--- src/design/bpdc_pkg.sv ---
// Package for the button press duration classifier.
// Holds the request and status codes, the state enum and the shared structs.
// No dependencies.
package bpdc_pkg;

  localparam logic REQ_ADD  = 1'b0;
  localparam logic REQ_TICK = 1'b1;

  typedef enum logic [1:0] {
    STAT_NONE  = 2'd0,
    STAT_ADDED = 2'd1,
    STAT_FULL  = 2'd2,
    STAT_FIRED = 2'd3
  } status_t;

  typedef enum logic [1:0] {
    ST_IDLE,
    ST_SCAN,
    ST_DONE
  } seq_state_t;

  // one handler entry as held in the table
  typedef struct packed {
    logic [7:0]  target;
    logic [7:0]  kind;
    logic [15:0] thr;
    logic [7:0]  tag;
  } entry_t;

  // operands for the shared compare unit, one entry per cycle
  typedef struct packed {
    logic        valid;
    logic [15:0] thr;
    logic        elap_hi;
    logic [15:0] elap_lo;
    logic        found;
    logic [15:0] best_thr;
  } cmp_req_t;

endpackage

--- src/design/bpdc_table.sv ---
// Handler table: entry registers with valid bits, one write and one read port.
// Depends on bpdc_pkg.
module bpdc_table
  import bpdc_pkg::*;
#(
  parameter int MAX_HANDLERS = 8,
  parameter int IDX_W        = 3
) (
  input  logic             clk,
  input  logic             rst_n,
  input  logic             wr_en,
  input  logic [IDX_W-1:0] wr_idx,
  input  entry_t           wr_data,
  input  logic [IDX_W-1:0] rd_idx,
  output entry_t           rd_data,
  output logic             rd_valid
);

  entry_t                  entry_r [MAX_HANDLERS];
  logic [MAX_HANDLERS-1:0] valid_r;

  always_ff @(posedge clk) begin
    if (!rst_n) begin
      valid_r <= '0;
    end else if (wr_en) begin
      valid_r[wr_idx] <= 1'b1;
    end
  end

  always_ff @(posedge clk) begin
    if (wr_en) begin
      entry_r[wr_idx] <= wr_data;
    end
  end

  always_comb begin
    rd_valid = valid_r[rd_idx];
    rd_data  = rd_valid ? entry_r[rd_idx] : '0;
  end

endmodule

--- src/design/bpdc_cmp.sv ---
// Shared compare unit: tests one entry against the elapsed time and the best so far.
// Depends on bpdc_pkg.
module bpdc_cmp
  import bpdc_pkg::*;
(
  input  cmp_req_t req,
  output logic     hit
);

  logic meets;
  logic better;

  always_comb begin
    meets  = req.elap_hi || (req.elap_lo >= req.thr);
    // strictly larger only, so ties stay with the earlier entry
    better = !req.found || (req.thr > req.best_thr);
    hit    = req.valid && meets && better;
  end

endmodule

--- src/design/button_press_duration_classifier_top.sv ---
// Button press duration classifier, top level.
// Sequencer, press timer and output register; uses bpdc_table, bpdc_cmp, bpdc_pkg.
//
// An add item, and a tick that does not end a press, passes from ST_IDLE through
// ST_DONE, which moves its result into the output register and returns the
// sequencer to ST_IDLE. A tick that releases a press walks the handler table one
// entry per cycle through a single compare unit in ST_SCAN, then passes through
// ST_DONE in the same way. in_ready is high only while the sequencer is idle, so
// an item is taken only after the last one is done. A finished result sits in
// the output register, and the next item may be taken while it waits. If that
// result is still held when the next one is done, the sequencer waits until
// out_ready drains it.
module button_press_duration_classifier_top
  import bpdc_pkg::*;
#(
  parameter int MAX_HANDLERS = 8
) (
  input  logic        clk,
  input  logic        rst_n,
  input  logic        cfg_wr_en,
  input  logic        cfg_wr_data,
  input  logic        in_valid,
  output logic        in_ready,
  input  logic        in_req_type,
  input  logic        in_pin_level,
  input  logic [31:0] in_now_ms,
  input  logic [7:0]  in_handler_target,
  input  logic [7:0]  in_handler_kind,
  input  logic [15:0] in_threshold_ms,
  input  logic [7:0]  in_handler_tag,
  output logic        out_valid,
  input  logic        out_ready,
  output logic [1:0]  out_status,
  output logic [2:0]  out_slot,
  output logic [7:0]  out_fired_target,
  output logic [7:0]  out_fired_kind,
  output logic [7:0]  out_fired_tag
);

  localparam int IDX_W = (MAX_HANDLERS > 1) ? $clog2(MAX_HANDLERS) : 1;
  localparam int CNT_W = $clog2(MAX_HANDLERS + 1);
  localparam logic [IDX_W-1:0] LAST_IDX = IDX_W'(MAX_HANDLERS - 1);
  localparam logic [CNT_W-1:0] FULL_CNT = CNT_W'(MAX_HANDLERS);

  seq_state_t       state_r, state_nxt;
  logic [CNT_W-1:0] count_r, count_nxt;
  logic [31:0]      start_r, start_nxt;
  logic             invert_r;
  logic [IDX_W-1:0] idx_r, idx_nxt;
  logic             found_r, found_nxt;
  logic [15:0]      best_thr_r, best_thr_nxt;
  logic             elap_hi_r, elap_hi_nxt;
  logic [15:0]      elap_lo_r, elap_lo_nxt;
  status_t          res_status_r, res_status_nxt;
  logic [2:0]       res_slot_r, res_slot_nxt;
  entry_t           res_entry_r, res_entry_nxt;
  logic             out_valid_r, out_valid_nxt;
  status_t          out_status_r, out_status_nxt;
  logic [2:0]       out_slot_r, out_slot_nxt;
  entry_t           out_entry_r, out_entry_nxt;

  logic             tbl_wr_en;
  entry_t           tbl_wr_data;
  entry_t           rd_data;
  logic             rd_valid;
  cmp_req_t         cmp_req;
  logic             cmp_hit;
  logic [32:0]      diff;
  logic [31:0]      start_eff;
  logic             pressed;

  bpdc_table #(
    .MAX_HANDLERS (MAX_HANDLERS),
    .IDX_W        (IDX_W)
  ) u_table (
    .clk      (clk),
    .rst_n    (rst_n),
    .wr_en    (tbl_wr_en),
    .wr_idx   (count_r[IDX_W-1:0]),
    .wr_data  (tbl_wr_data),
    .rd_idx   (idx_r),
    .rd_data  (rd_data),
    .rd_valid (rd_valid)
  );

  bpdc_cmp u_cmp (
    .req (cmp_req),
    .hit (cmp_hit)
  );

  always_comb begin
    tbl_wr_data.target = in_handler_target;
    tbl_wr_data.kind   = in_handler_kind;
    tbl_wr_data.thr    = in_threshold_ms;
    tbl_wr_data.tag    = in_handler_tag;

    cmp_req.valid    = rd_valid && (state_r == ST_SCAN);
    cmp_req.thr      = rd_data.thr;
    cmp_req.elap_hi  = elap_hi_r;
    cmp_req.elap_lo  = elap_lo_r;
    cmp_req.found    = found_r;
    cmp_req.best_thr = best_thr_r;
  end

  // borrow out says the clock has wrapped below the start time
  assign diff      = {1'b0, in_now_ms} - {1'b0, start_r};
  assign start_eff = diff[32] ? in_now_ms : start_r;
  assign pressed   = in_pin_level ^ invert_r;

  always_comb begin
    state_nxt      = state_r;
    count_nxt      = count_r;
    start_nxt      = start_r;
    idx_nxt        = idx_r;
    found_nxt      = found_r;
    best_thr_nxt   = best_thr_r;
    elap_hi_nxt    = elap_hi_r;
    elap_lo_nxt    = elap_lo_r;
    res_status_nxt = res_status_r;
    res_slot_nxt   = res_slot_r;
    res_entry_nxt  = res_entry_r;
    out_status_nxt = out_status_r;
    out_slot_nxt   = out_slot_r;
    out_entry_nxt  = out_entry_r;
    out_valid_nxt  = out_valid_r && !out_ready;
    tbl_wr_en      = 1'b0;
    in_ready       = (state_r == ST_IDLE);

    case (state_r)
      ST_IDLE: begin
        if (in_valid) begin
          res_status_nxt = STAT_NONE;
          res_slot_nxt   = '0;
          res_entry_nxt  = '0;
          state_nxt      = ST_DONE;
          if (in_req_type == REQ_ADD) begin
            if (count_r >= FULL_CNT) begin
              res_status_nxt = STAT_FULL;
            end else begin
              tbl_wr_en      = 1'b1;
              count_nxt      = count_r + 1'b1;
              res_status_nxt = STAT_ADDED;
              res_slot_nxt   = 3'(count_r);
            end
          end else begin
            if (pressed && start_eff == '0) begin
              start_nxt = in_now_ms;
            end else if (!pressed && start_eff != '0) begin
              // after a wrap the start is now, so elapsed is zero
              start_nxt    = '0;
              elap_hi_nxt  = !diff[32] && (diff[31:16] != '0);
              elap_lo_nxt  = diff[32] ? '0 : diff[15:0];
              idx_nxt      = '0;
              found_nxt    = 1'b0;
              best_thr_nxt = '0;
              state_nxt    = ST_SCAN;
            end else begin
              start_nxt = start_eff;
            end
          end
        end
      end
      ST_SCAN: begin
        if (cmp_hit) begin
          found_nxt     = 1'b1;
          best_thr_nxt  = rd_data.thr;
          res_entry_nxt = rd_data;
        end
        if (idx_r == LAST_IDX) begin
          res_status_nxt = (found_r || cmp_hit) ? STAT_FIRED : STAT_NONE;
          state_nxt      = ST_DONE;
        end else begin
          idx_nxt = idx_r + 1'b1;
        end
      end
      ST_DONE: begin
        if (!out_valid_r || out_ready) begin
          out_valid_nxt  = 1'b1;
          out_status_nxt = res_status_r;
          out_slot_nxt   = res_slot_r;
          out_entry_nxt  = res_entry_r;
          state_nxt      = ST_IDLE;
        end
      end
      default: begin
        state_nxt = ST_IDLE;
      end
    endcase
  end

  always_ff @(posedge clk) begin
    if (!rst_n) begin
      state_r     <= ST_IDLE;
      count_r     <= '0;
      start_r     <= '0;
      invert_r    <= 1'b0;
      out_valid_r <= 1'b0;
      idx_r       <= '0;
      found_r     <= 1'b0;
    end else begin
      state_r     <= state_nxt;
      count_r     <= count_nxt;
      start_r     <= start_nxt;
      out_valid_r <= out_valid_nxt;
      idx_r       <= idx_nxt;
      found_r     <= found_nxt;
      if (cfg_wr_en) begin
        invert_r <= cfg_wr_data;
      end
    end
  end

  always_ff @(posedge clk) begin
    best_thr_r   <= best_thr_nxt;
    elap_hi_r    <= elap_hi_nxt;
    elap_lo_r    <= elap_lo_nxt;
    res_status_r <= res_status_nxt;
    res_slot_r   <= res_slot_nxt;
    res_entry_r  <= res_entry_nxt;
    out_status_r <= out_status_nxt;
    out_slot_r   <= out_slot_nxt;
    out_entry_r  <= out_entry_nxt;
  end

  assign out_valid        = out_valid_r;
  assign out_status       = out_status_r;
  assign out_slot         = out_slot_r;
  assign out_fired_target = out_entry_r.target;
  assign out_fired_kind   = out_entry_r.kind;
  assign out_fired_tag    = out_entry_r.tag;

  a_count_bound: assert property (@(posedge clk) disable iff (!rst_n)
    count_r <= FULL_CNT)
    else $error("entry count beyond table size");

  a_scan_idle_press: assert property (@(posedge clk) disable iff (!rst_n)
    (state_r == ST_SCAN) |-> (start_r == '0))
    else $error("press start not cleared during release scan");

  a_add_counts: assert property (@(posedge clk) disable iff (!rst_n)
    (in_valid && in_ready && in_req_type == REQ_ADD && count_r < FULL_CNT)
      |=> (count_r == $past(count_r) + 1'b1))
    else $error("add item did not advance entry count");

  a_fired_has_hit: assert property (@(posedge clk) disable iff (!rst_n)
    (state_r == ST_DONE && res_status_r == STAT_FIRED) |-> found_r)
    else $error("fired result without a matching entry");

endmodule

--- config.mk ---
export PLATFORM = sky130hd
export DESIGN_NAME = button_press_duration_classifier_top
export DESIGN_NICKNAME = d
export VERILOG_FILES = /design/src/design/bpdc_pkg.sv /design/src/design/bpdc_table.sv /design/src/design/bpdc_cmp.sv /design/src/design/button_press_duration_classifier_top.sv
export SDC_FILE = /design/constraint.sdc
export NUM_CORES = 1
export LEC_CHECK = 0
export BUFFER_PORTS_ARGS = -buffer_cell sky130_fd_sc_hd__clkbuf_2
export CORE_MARGIN = 2
export CORE_UTILIZATION = 30
export DETAILED_ROUTE_END_ITERATION = 6
export PLACE_DENSITY_LB_ADDON = 0.15
export SETUP_SLACK_MARGIN = 0.5
export SLEW_MARGIN = 15
export SYNTH_ARGS = -nofsm -noshare
export SYNTH_HDL_FRONTEND = slang
export SYNTH_SLANG_ARGS = --single-unit
--- constraint.sdc ---
create_clock -name clk -period 5.8 [get_ports clk]
set_input_delay 0.29 -clock clk [delete_from_list [all_inputs] [get_ports clk]]
set_output_delay 0.29 -clock clk [all_outputs]
set_load 0.05 [all_outputs]
==> impl_metrics.ini, run 1 <==
[clocking]
cts.root.buffer_cell = sky130_fd_sc_hd__clkbuf_16
postCtsSetupRepairBufs = 0
total_number_of_clock_tree_sinks = 466
cts_tree = yes
htreeDepth = 2
number_of_cells_upsized_or_downsized_after_cts = 0
cts.clk_slew.worst_paths_ns = 0.06
cts_inserted_buffers = 52
cts_buffer_depth = 3
number_of_buffers_inserted_by_hold_repair_at_cts = 69
worstSkewPairLatency_ns = 0.62

[pwr]
power.sequential.fraction_pct = 46.7
internal_power_w = 0.006159
powerDensity_nw_per_um2 = 331.9
worst_ir_drop_vdd_mv = 0.2568
power.total_w = 0.008138
power.net_switching_w = 0.001979
p_leak_nw = 8.329
p_comb_share_pct = 11.0
fraction_of_power_spent_switching_nets_pct = 24.32
share_clk_of_total_power_pct = 42.3

[sta]
slew_headroom_pct = 22.56
hold_viol_final = 0
fin_crit_sh_pct = 74.79
period_needed_ns = 4.338
fin_setup_tns_ns = 0
clock.fmax_ghz = 0.2305
final_max_slew_viol_count = 0
worst-slew-pin-transition_ns = 1.159
hold_slack_ns = 0.01036
setup_viol = 0
rsz_0062_raised_after_global_routing = false
layout_setup_ws_ns = 1.462
fin_worst_skew_ns = 0.04094

[worst_setup_path]
setup_cp_type = register to register
critical_path_required_ns = 6.10
worst_setup_path_start_kind = register
ff2ff_path_depth = 17
timing.critical_path.fanout_max = 24
cp-end-kind = register
worstPathArrival_ns = 4.63

[die]
die_width_um = 264.6
die_area_um2 = 70020
initial_utilization_pct = 30.34
io_pins = 111
floorplan.core_area_um2 = 67160
dieHeight_um = 264.6
floorplan.rows = 95

[cells_and_area]
num-nets-final = 1690
share_of_post_route_cells_with_drive_strength_above_1_pct = 21.94
antenna_cells_inserted = 0
area.growth.synth_to_final_pct = 20.33
layout.cells.non_filler = 2459

[detailed_routing]
dr.pass1.iters = 5
post_route_wl_um = 50320
detail_routed_net_length_per_standard_cell_um = 20.47
detail-route-antenna-nets = 0
routed-via-count = 11980
drc_errors = 0
drt-initial-drc-count = 763
detail_route.vias_per_cell = 4.871

[yosys]
synth.area.top_cells = sky130_fd_sc_hd__edfxtp_1 (61%), sky130_fd_sc_hd__mux4_2 (9.1%), sky130_fd_sc_hd__dfxtp_1 (5.4%)
netlist.area_leader.share_pct = 60.57
syn_area_um2 = 20380
post-synth-top-count-cell = sky130_fd_sc_hd__edfxtp_1
synthesis.area_per_instance_um2 = 15.13
synthDistinctLibCells = 82
largest_area_contributor_in_the_synthesized_netlist = sky130_fd_sc_hd__edfxtp_1
post_synth_arst_share_pct = 0
synth-edff-count = 411
ys.flop_type = sky130_fd_sc_hd__edfxtp_1
postSynthRegisterBits = 466
postSynthNetCount = 1495
synth_warnings = 0
ys_seq_area_share_pct = 65.97
postSynthCellCount = 1347
netlist_top_cells_count = sky130_fd_sc_hd__edfxtp_1 (411), sky130_fd_sc_hd__inv_1 (85), sky130_fd_sc_hd__nor2_1 (84), sky130_fd_sc_hd__mux4_2 (82), sky130_fd_sc_hd__a21oi_1 (68)

[global_routing]
grt_pass1_wl_um = 76560
grt_start_max_net_pins = 73
grt_usage_pct = 14.36
total_gr_overflow = 0
initial_antenna_violation_count = 3
first_global_vias = 12440

[flow_run]
maxCapViolations = 0

[min_path]
holdPathStages = 3
worstHoldPathType = input pin to register

[placement]
globalplace.congestion = 0.8086
placement.setup.worst_slack_ns = 1.438
hpwlAfterDp_um = 31060
placedCellCount = 2292
place.port_buffers = 110

[outcome]
outcome = completed
area by class of cell:
cell class	instances	area, um^2
clock buffers	64	1346
clock inverters	34	456.7
fillers	6435	42640
inverters	85	319.1
multi-input cells	736	6432
flip-flops and latches	466	13450
well taps	873	1092
repair buffers	201	1419
flip-flops by register name, indices dropped and copies added (netlist names), 8 cells and up, named ones only:
| name | cells |
|---|---|
| elap_lo_r | 16 |
| out_fired_tag | 8 |
| res_entry_r | 24 |
| best_thr_r | 16 |
| u_table.valid_r | 8 |
| out_fired_kind | 8 |
| out_fired_target | 8 |
| u_table.entry_r | 320 |
| start_r | 32 |
logic make-up (layout without fill, tap and decap cells):
family	after synthesis	in the layout	synth area share [%]
flops	466	466	65.97
simple gates	282	282	7.025
compound gates	238	238	7.725
buf+inv	145	384	2.862
mux	131	131	11.47
fa+ha+maj	68	68	4.212
xor+xnor	17	17	0.7308
power by group through the flow:
stage | logic, W | clock network [W] | registers (W)
3_5_place_dp | 0.000867 | 0 | 0.00387
3_3_place_gp | 0.000866 | 0 | 0.00387
6_report | 0.000897 | 0.00344 | 0.00380
5_1_grt | 0.000996 | 0.00367 | 0.00381
4_1_cts | 0.000914 | 0.00354 | 0.00380
2_1_floorplan | 0.000543 | 0 | 0.00391
layer usage:
metal  vias to the layer above  global-route usage [%]  wire, um
met3                        71                   2.666      1992
met2                       206                   24.50     24550
met5                         -                       0        29
li1                       5622                       -         -
met1                      6073                   18.96     22890
met4                         6                   3.363       864
cell usage in the layout, fill, tap and decap left out, drive strengths merged, types with 6 or more instances in the layout:
master / Yosys / routed
a21boi: 8 / 8
a21o: 19 / 19
a21oi: 71 / 71
a31oi: 6 / 6
and2: 6 / 6
buf: 24 / 22
bufinv: 0 / 9
clkbuf: 36 / 174
clkinv: 0 / 24
dfxtp: 55 / 55
dlygate4sd3: 0 / 69
edfxtp: 411 / 411
ha: 67 / 67
inv: 85 / 86
mux2i: 49 / 49
mux4: 82 / 82
nand2: 39 / 39
nand2b: 12 / 12
nand3: 50 / 50
nand4: 15 / 15
nor2: 85 / 85
nor2b: 10 / 10
nor3: 13 / 13
nor4: 18 / 18
o21a: 21 / 21
o21ai: 61 / 61
o31ai: 6 / 6
or2: 17 / 17
xnor2: 9 / 9
xor2: 8 / 8
metrics by stage:
stage,area [um^2],utilization (%)
final,24520,36.51
after global routing,24520,36.51
after CTS,24510,36.50
after detailed placement,22020,32.79
after global placement,22020,32.79
after floorplan,20380,-
critical path, cell delays in order, from the launching register on:
cell and delay (ns):
sky130_fd_sc_hd__dfxtp_1 0.46, sky130_fd_sc_hd__mux4_2 0.53, sky130_fd_sc_hd__mux2i_1 0.15, sky130_fd_sc_hd__buf_4 0.22
sky130_fd_sc_hd__or2_2 0.15, sky130_fd_sc_hd__inv_1 0.04, sky130_fd_sc_hd__ha_1 0.25, sky130_fd_sc_hd__nand2b_1 0.14
sky130_fd_sc_hd__a21o_1 0.17, sky130_fd_sc_hd__a21o_1 0.17, sky130_fd_sc_hd__a21o_1 0.17, sky130_fd_sc_hd__a21o_1 0.17
sky130_fd_sc_hd__a2111oi_0 0.40, sky130_fd_sc_hd__o31ai_1 0.18, sky130_fd_sc_hd__a41o_1 0.27, sky130_fd_sc_hd__a21bo_2 0.22
sky130_fd_sc_hd__nand2_1 0.06, sky130_fd_sc_hd__buf_4 0.27
path summary, 6_finish.rpt:
path,from,end,slack [ns]
setup reg to reg,idx_r[0],res_entry_r[37],1.46
hold / removal,cfg_wr_data,invert_r,0.01
hold reg to reg,res_entry_r[38],out_fired_target[6],0.42
setup / recovery,idx_r[0],res_entry_r[37],1.46
Note: power is estimated with default switching activity, not from simulation.
==> inputs of run 2 (changes only) <==
==> constraint.sdc (replaced) <==
create_clock -name clk -period 3.9 [get_ports clk]
set_input_delay 0.195 -clock clk [delete_from_list [all_inputs] [get_ports clk]]
set_output_delay 0.195 -clock clk [all_outputs]
set_load 0.05 [all_outputs]
==> impl_metrics.ini, run 2 (same netlist as run 1, synthesis figures left out) <==
[clocking]
cts.clk_slew.worst_paths_ns = 0.06
total_number_of_clock_tree_sinks = 466
htreeDepth = 2
cts_buffer_depth = 3
cts.root.buffer_cell = sky130_fd_sc_hd__clkbuf_16
worstSkewPairLatency_ns = 0.64
cts_inserted_buffers = 52
cts_tree = yes

[sta]
hold_viol_final = 0
setup_viol = 0
clock.fmax_ghz = 0.2675
rsz_0062_raised_after_global_routing = true
slew_headroom_pct = 28.34
layout_setup_ws_ns = 0.1620
period_needed_ns = 3.738
fin_setup_tns_ns = 0
fin_crit_sh_pct = 95.85
final_max_slew_viol_count = 0
worst-slew-pin-transition_ns = 1.073
fin_worst_skew_ns = 0.05357

[cells_and_area]
utilization_pct = 38.55
share_of_post_route_cells_with_drive_strength_above_1_pct = 29.73
reg.largest.list = u_table.entry_r (320), start_r (32), res_entry_r (24)
area.growth.synth_to_final_pct = 27.06
mostFrequentLayoutCells = sky130_fd_sc_hd__edfxtp_1 (411), sky130_fd_sc_hd__clkbuf_2 (110), sky130_fd_sc_hd__buf_4 (85)
layout.cells.non_filler = 2550
num-nets-final = 1787
filler_cell_count = 6290
mostFrequentLayoutCell = sky130_fd_sc_hd__edfxtp_1
multiInputGateArea_um2 = 6907
layout.area.seq_um2 = 13470
largest_reg_flops = 320
regMostFlops = u_table.entry_r

[global_routing]
grt_pass1_wl_um = 80050
total_gr_overflow = 0
grt_usage_pct = 15.06
first_global_vias = 12980
grt_start_max_net_pins = 43
initial_antenna_violation_count = 1

[worst_setup_path]
critical_path_required_ns = 4.18
worst_setup_path_start_kind = register
timing.critical_path.fanout_max = 8
worstPathArrival_ns = 4.02
cp-end-kind = register
setup_cp_type = register to register

[detailed_routing]
post_route_wl_um = 52550
routed-via-count = 12430
drt-initial-drc-count = 710
drc_errors = 0
detail_route.vias_per_cell = 4.875
detail_routed_net_length_per_standard_cell_um = 20.61
dr.pass1.iters = 7
detail-route-antenna-nets = 0

[placement]
placement.setup.worst_slack_ns = 0.006096
globalplace.congestion = 0.8487
hpwlAfterDp_um = 31450
placedCellCount = 2345
place.port_buffers = 110

[outcome]
outcome = completed

[die]
initial_utilization_pct = 30.34
floorplan.core_area_um2 = 67160
die_width_um = 264.6
die_area_um2 = 70020
dieHeight_um = 264.6
floorplan.rows = 95
io_pins = 111

[flow_run]
maxCapViolations = 0

[pwr]
p_leak_nw = 8.863
powerDensity_nw_per_um2 = 467.5
worst_ir_drop_vdd_mv = 0.3608
power.total_w = 0.01210

[min_path]
worstHoldPathType = input pin to register
run 2: cell count changes in the layout (fill, tap and decap cells not counted), sizes merged, moves of 2 or more:
cell and delta:
dlygate4sd3 +5, clkbuf -3, buf +88, clkinv -2
diode +2, bufinv -4, clkinvlp +3
run 2: report_power, final:
part	total (W)	switching, W	internal [W]
Combinational	0.00162	0.000932	0.000686
Sequential	0.00565	0.0000604	0.00559
Clock	0.00484	0.00205	0.00278
Total	0.0121	0.00305	0.00906
run 2: final cells by class:
type,count,area share [%]
Sequential cell,466,52.02
Tap cell,873,4.219
Antenna cell,2,0.01933
Inverter,85,1.232
Clock inverter,30,1.344
Multi-Input combinational cell,738,26.68
Timing Repair Buffer,296,9.347
Clock buffer,60,5.142
run 2: worst paths after layout:
check | start | to | slack [ns] | cells past startpoint
setup reg to reg | idx_r[0] | best_thr_r[14] | 0.16 | 17
setup / recovery | idx_r[0] | best_thr_r[14] | 0.16 | 17
hold / removal | in_valid | idx_r[0] | 0.07 | 4
hold reg to reg | res_entry_r[5] | out_fired_tag[5] | 0.42 | 0
run 2: repair_timing:
action,CTS,global route
gates resized for setup,47,44
pin swaps,29,18
hold endpoints to repair,353,0
buffers inserted,21,11
cloned,5,2
hold buffers,74,0
endpoints found under the setup margin,61,61
run 2: worst max-delay path, stage by stage (launching register included):
cell and delay [ns]:
sky130_fd_sc_hd__dfxtp_4 0.36, sky130_fd_sc_hd__mux4_2 0.52, sky130_fd_sc_hd__mux2i_4 0.18, sky130_fd_sc_hd__buf_4 0.15, sky130_fd_sc_hd__or2_4 0.12, sky130_fd_sc_hd__inv_2 0.04
sky130_fd_sc_hd__ha_4 0.20, sky130_fd_sc_hd__nand2b_4 0.13, sky130_fd_sc_hd__a21o_1 0.15, sky130_fd_sc_hd__a21o_1 0.15, sky130_fd_sc_hd__a21o_1 0.15, sky130_fd_sc_hd__a21o_1 0.17
sky130_fd_sc_hd__a2111oi_4 0.31, sky130_fd_sc_hd__o31ai_2 0.10, sky130_fd_sc_hd__a41o_1 0.21, sky130_fd_sc_hd__a21bo_4 0.22, sky130_fd_sc_hd__buf_12 0.11, sky130_fd_sc_hd__o31ai_4 0.14
run 2: routing by layer:
metal  up-vias  global-route usage, %  routed length (um)  share of wire [%]
met2       251                  25.73               25710                 49
met3        69                  3.140                2484                4.7
met1      6291                  19.63               23410                 45
met4         0                  3.547                 938                1.8
li1       5821                      -                   -                  -
met5         -                      0                   0                  0
run 2: through the flow:
| step | instance area (um^2) | hold WS, ns |
|---|---|---|
| CTS | 25580 | 0.03954 |
| finish | 25890 | 0.06821 |
| global route | 25890 | 0.06946 |
| detailed placement | 22590 | 0.4055 |
| floorplan | 20500 | 0.2939 |
| global placement | 22590 | 0.4045 |
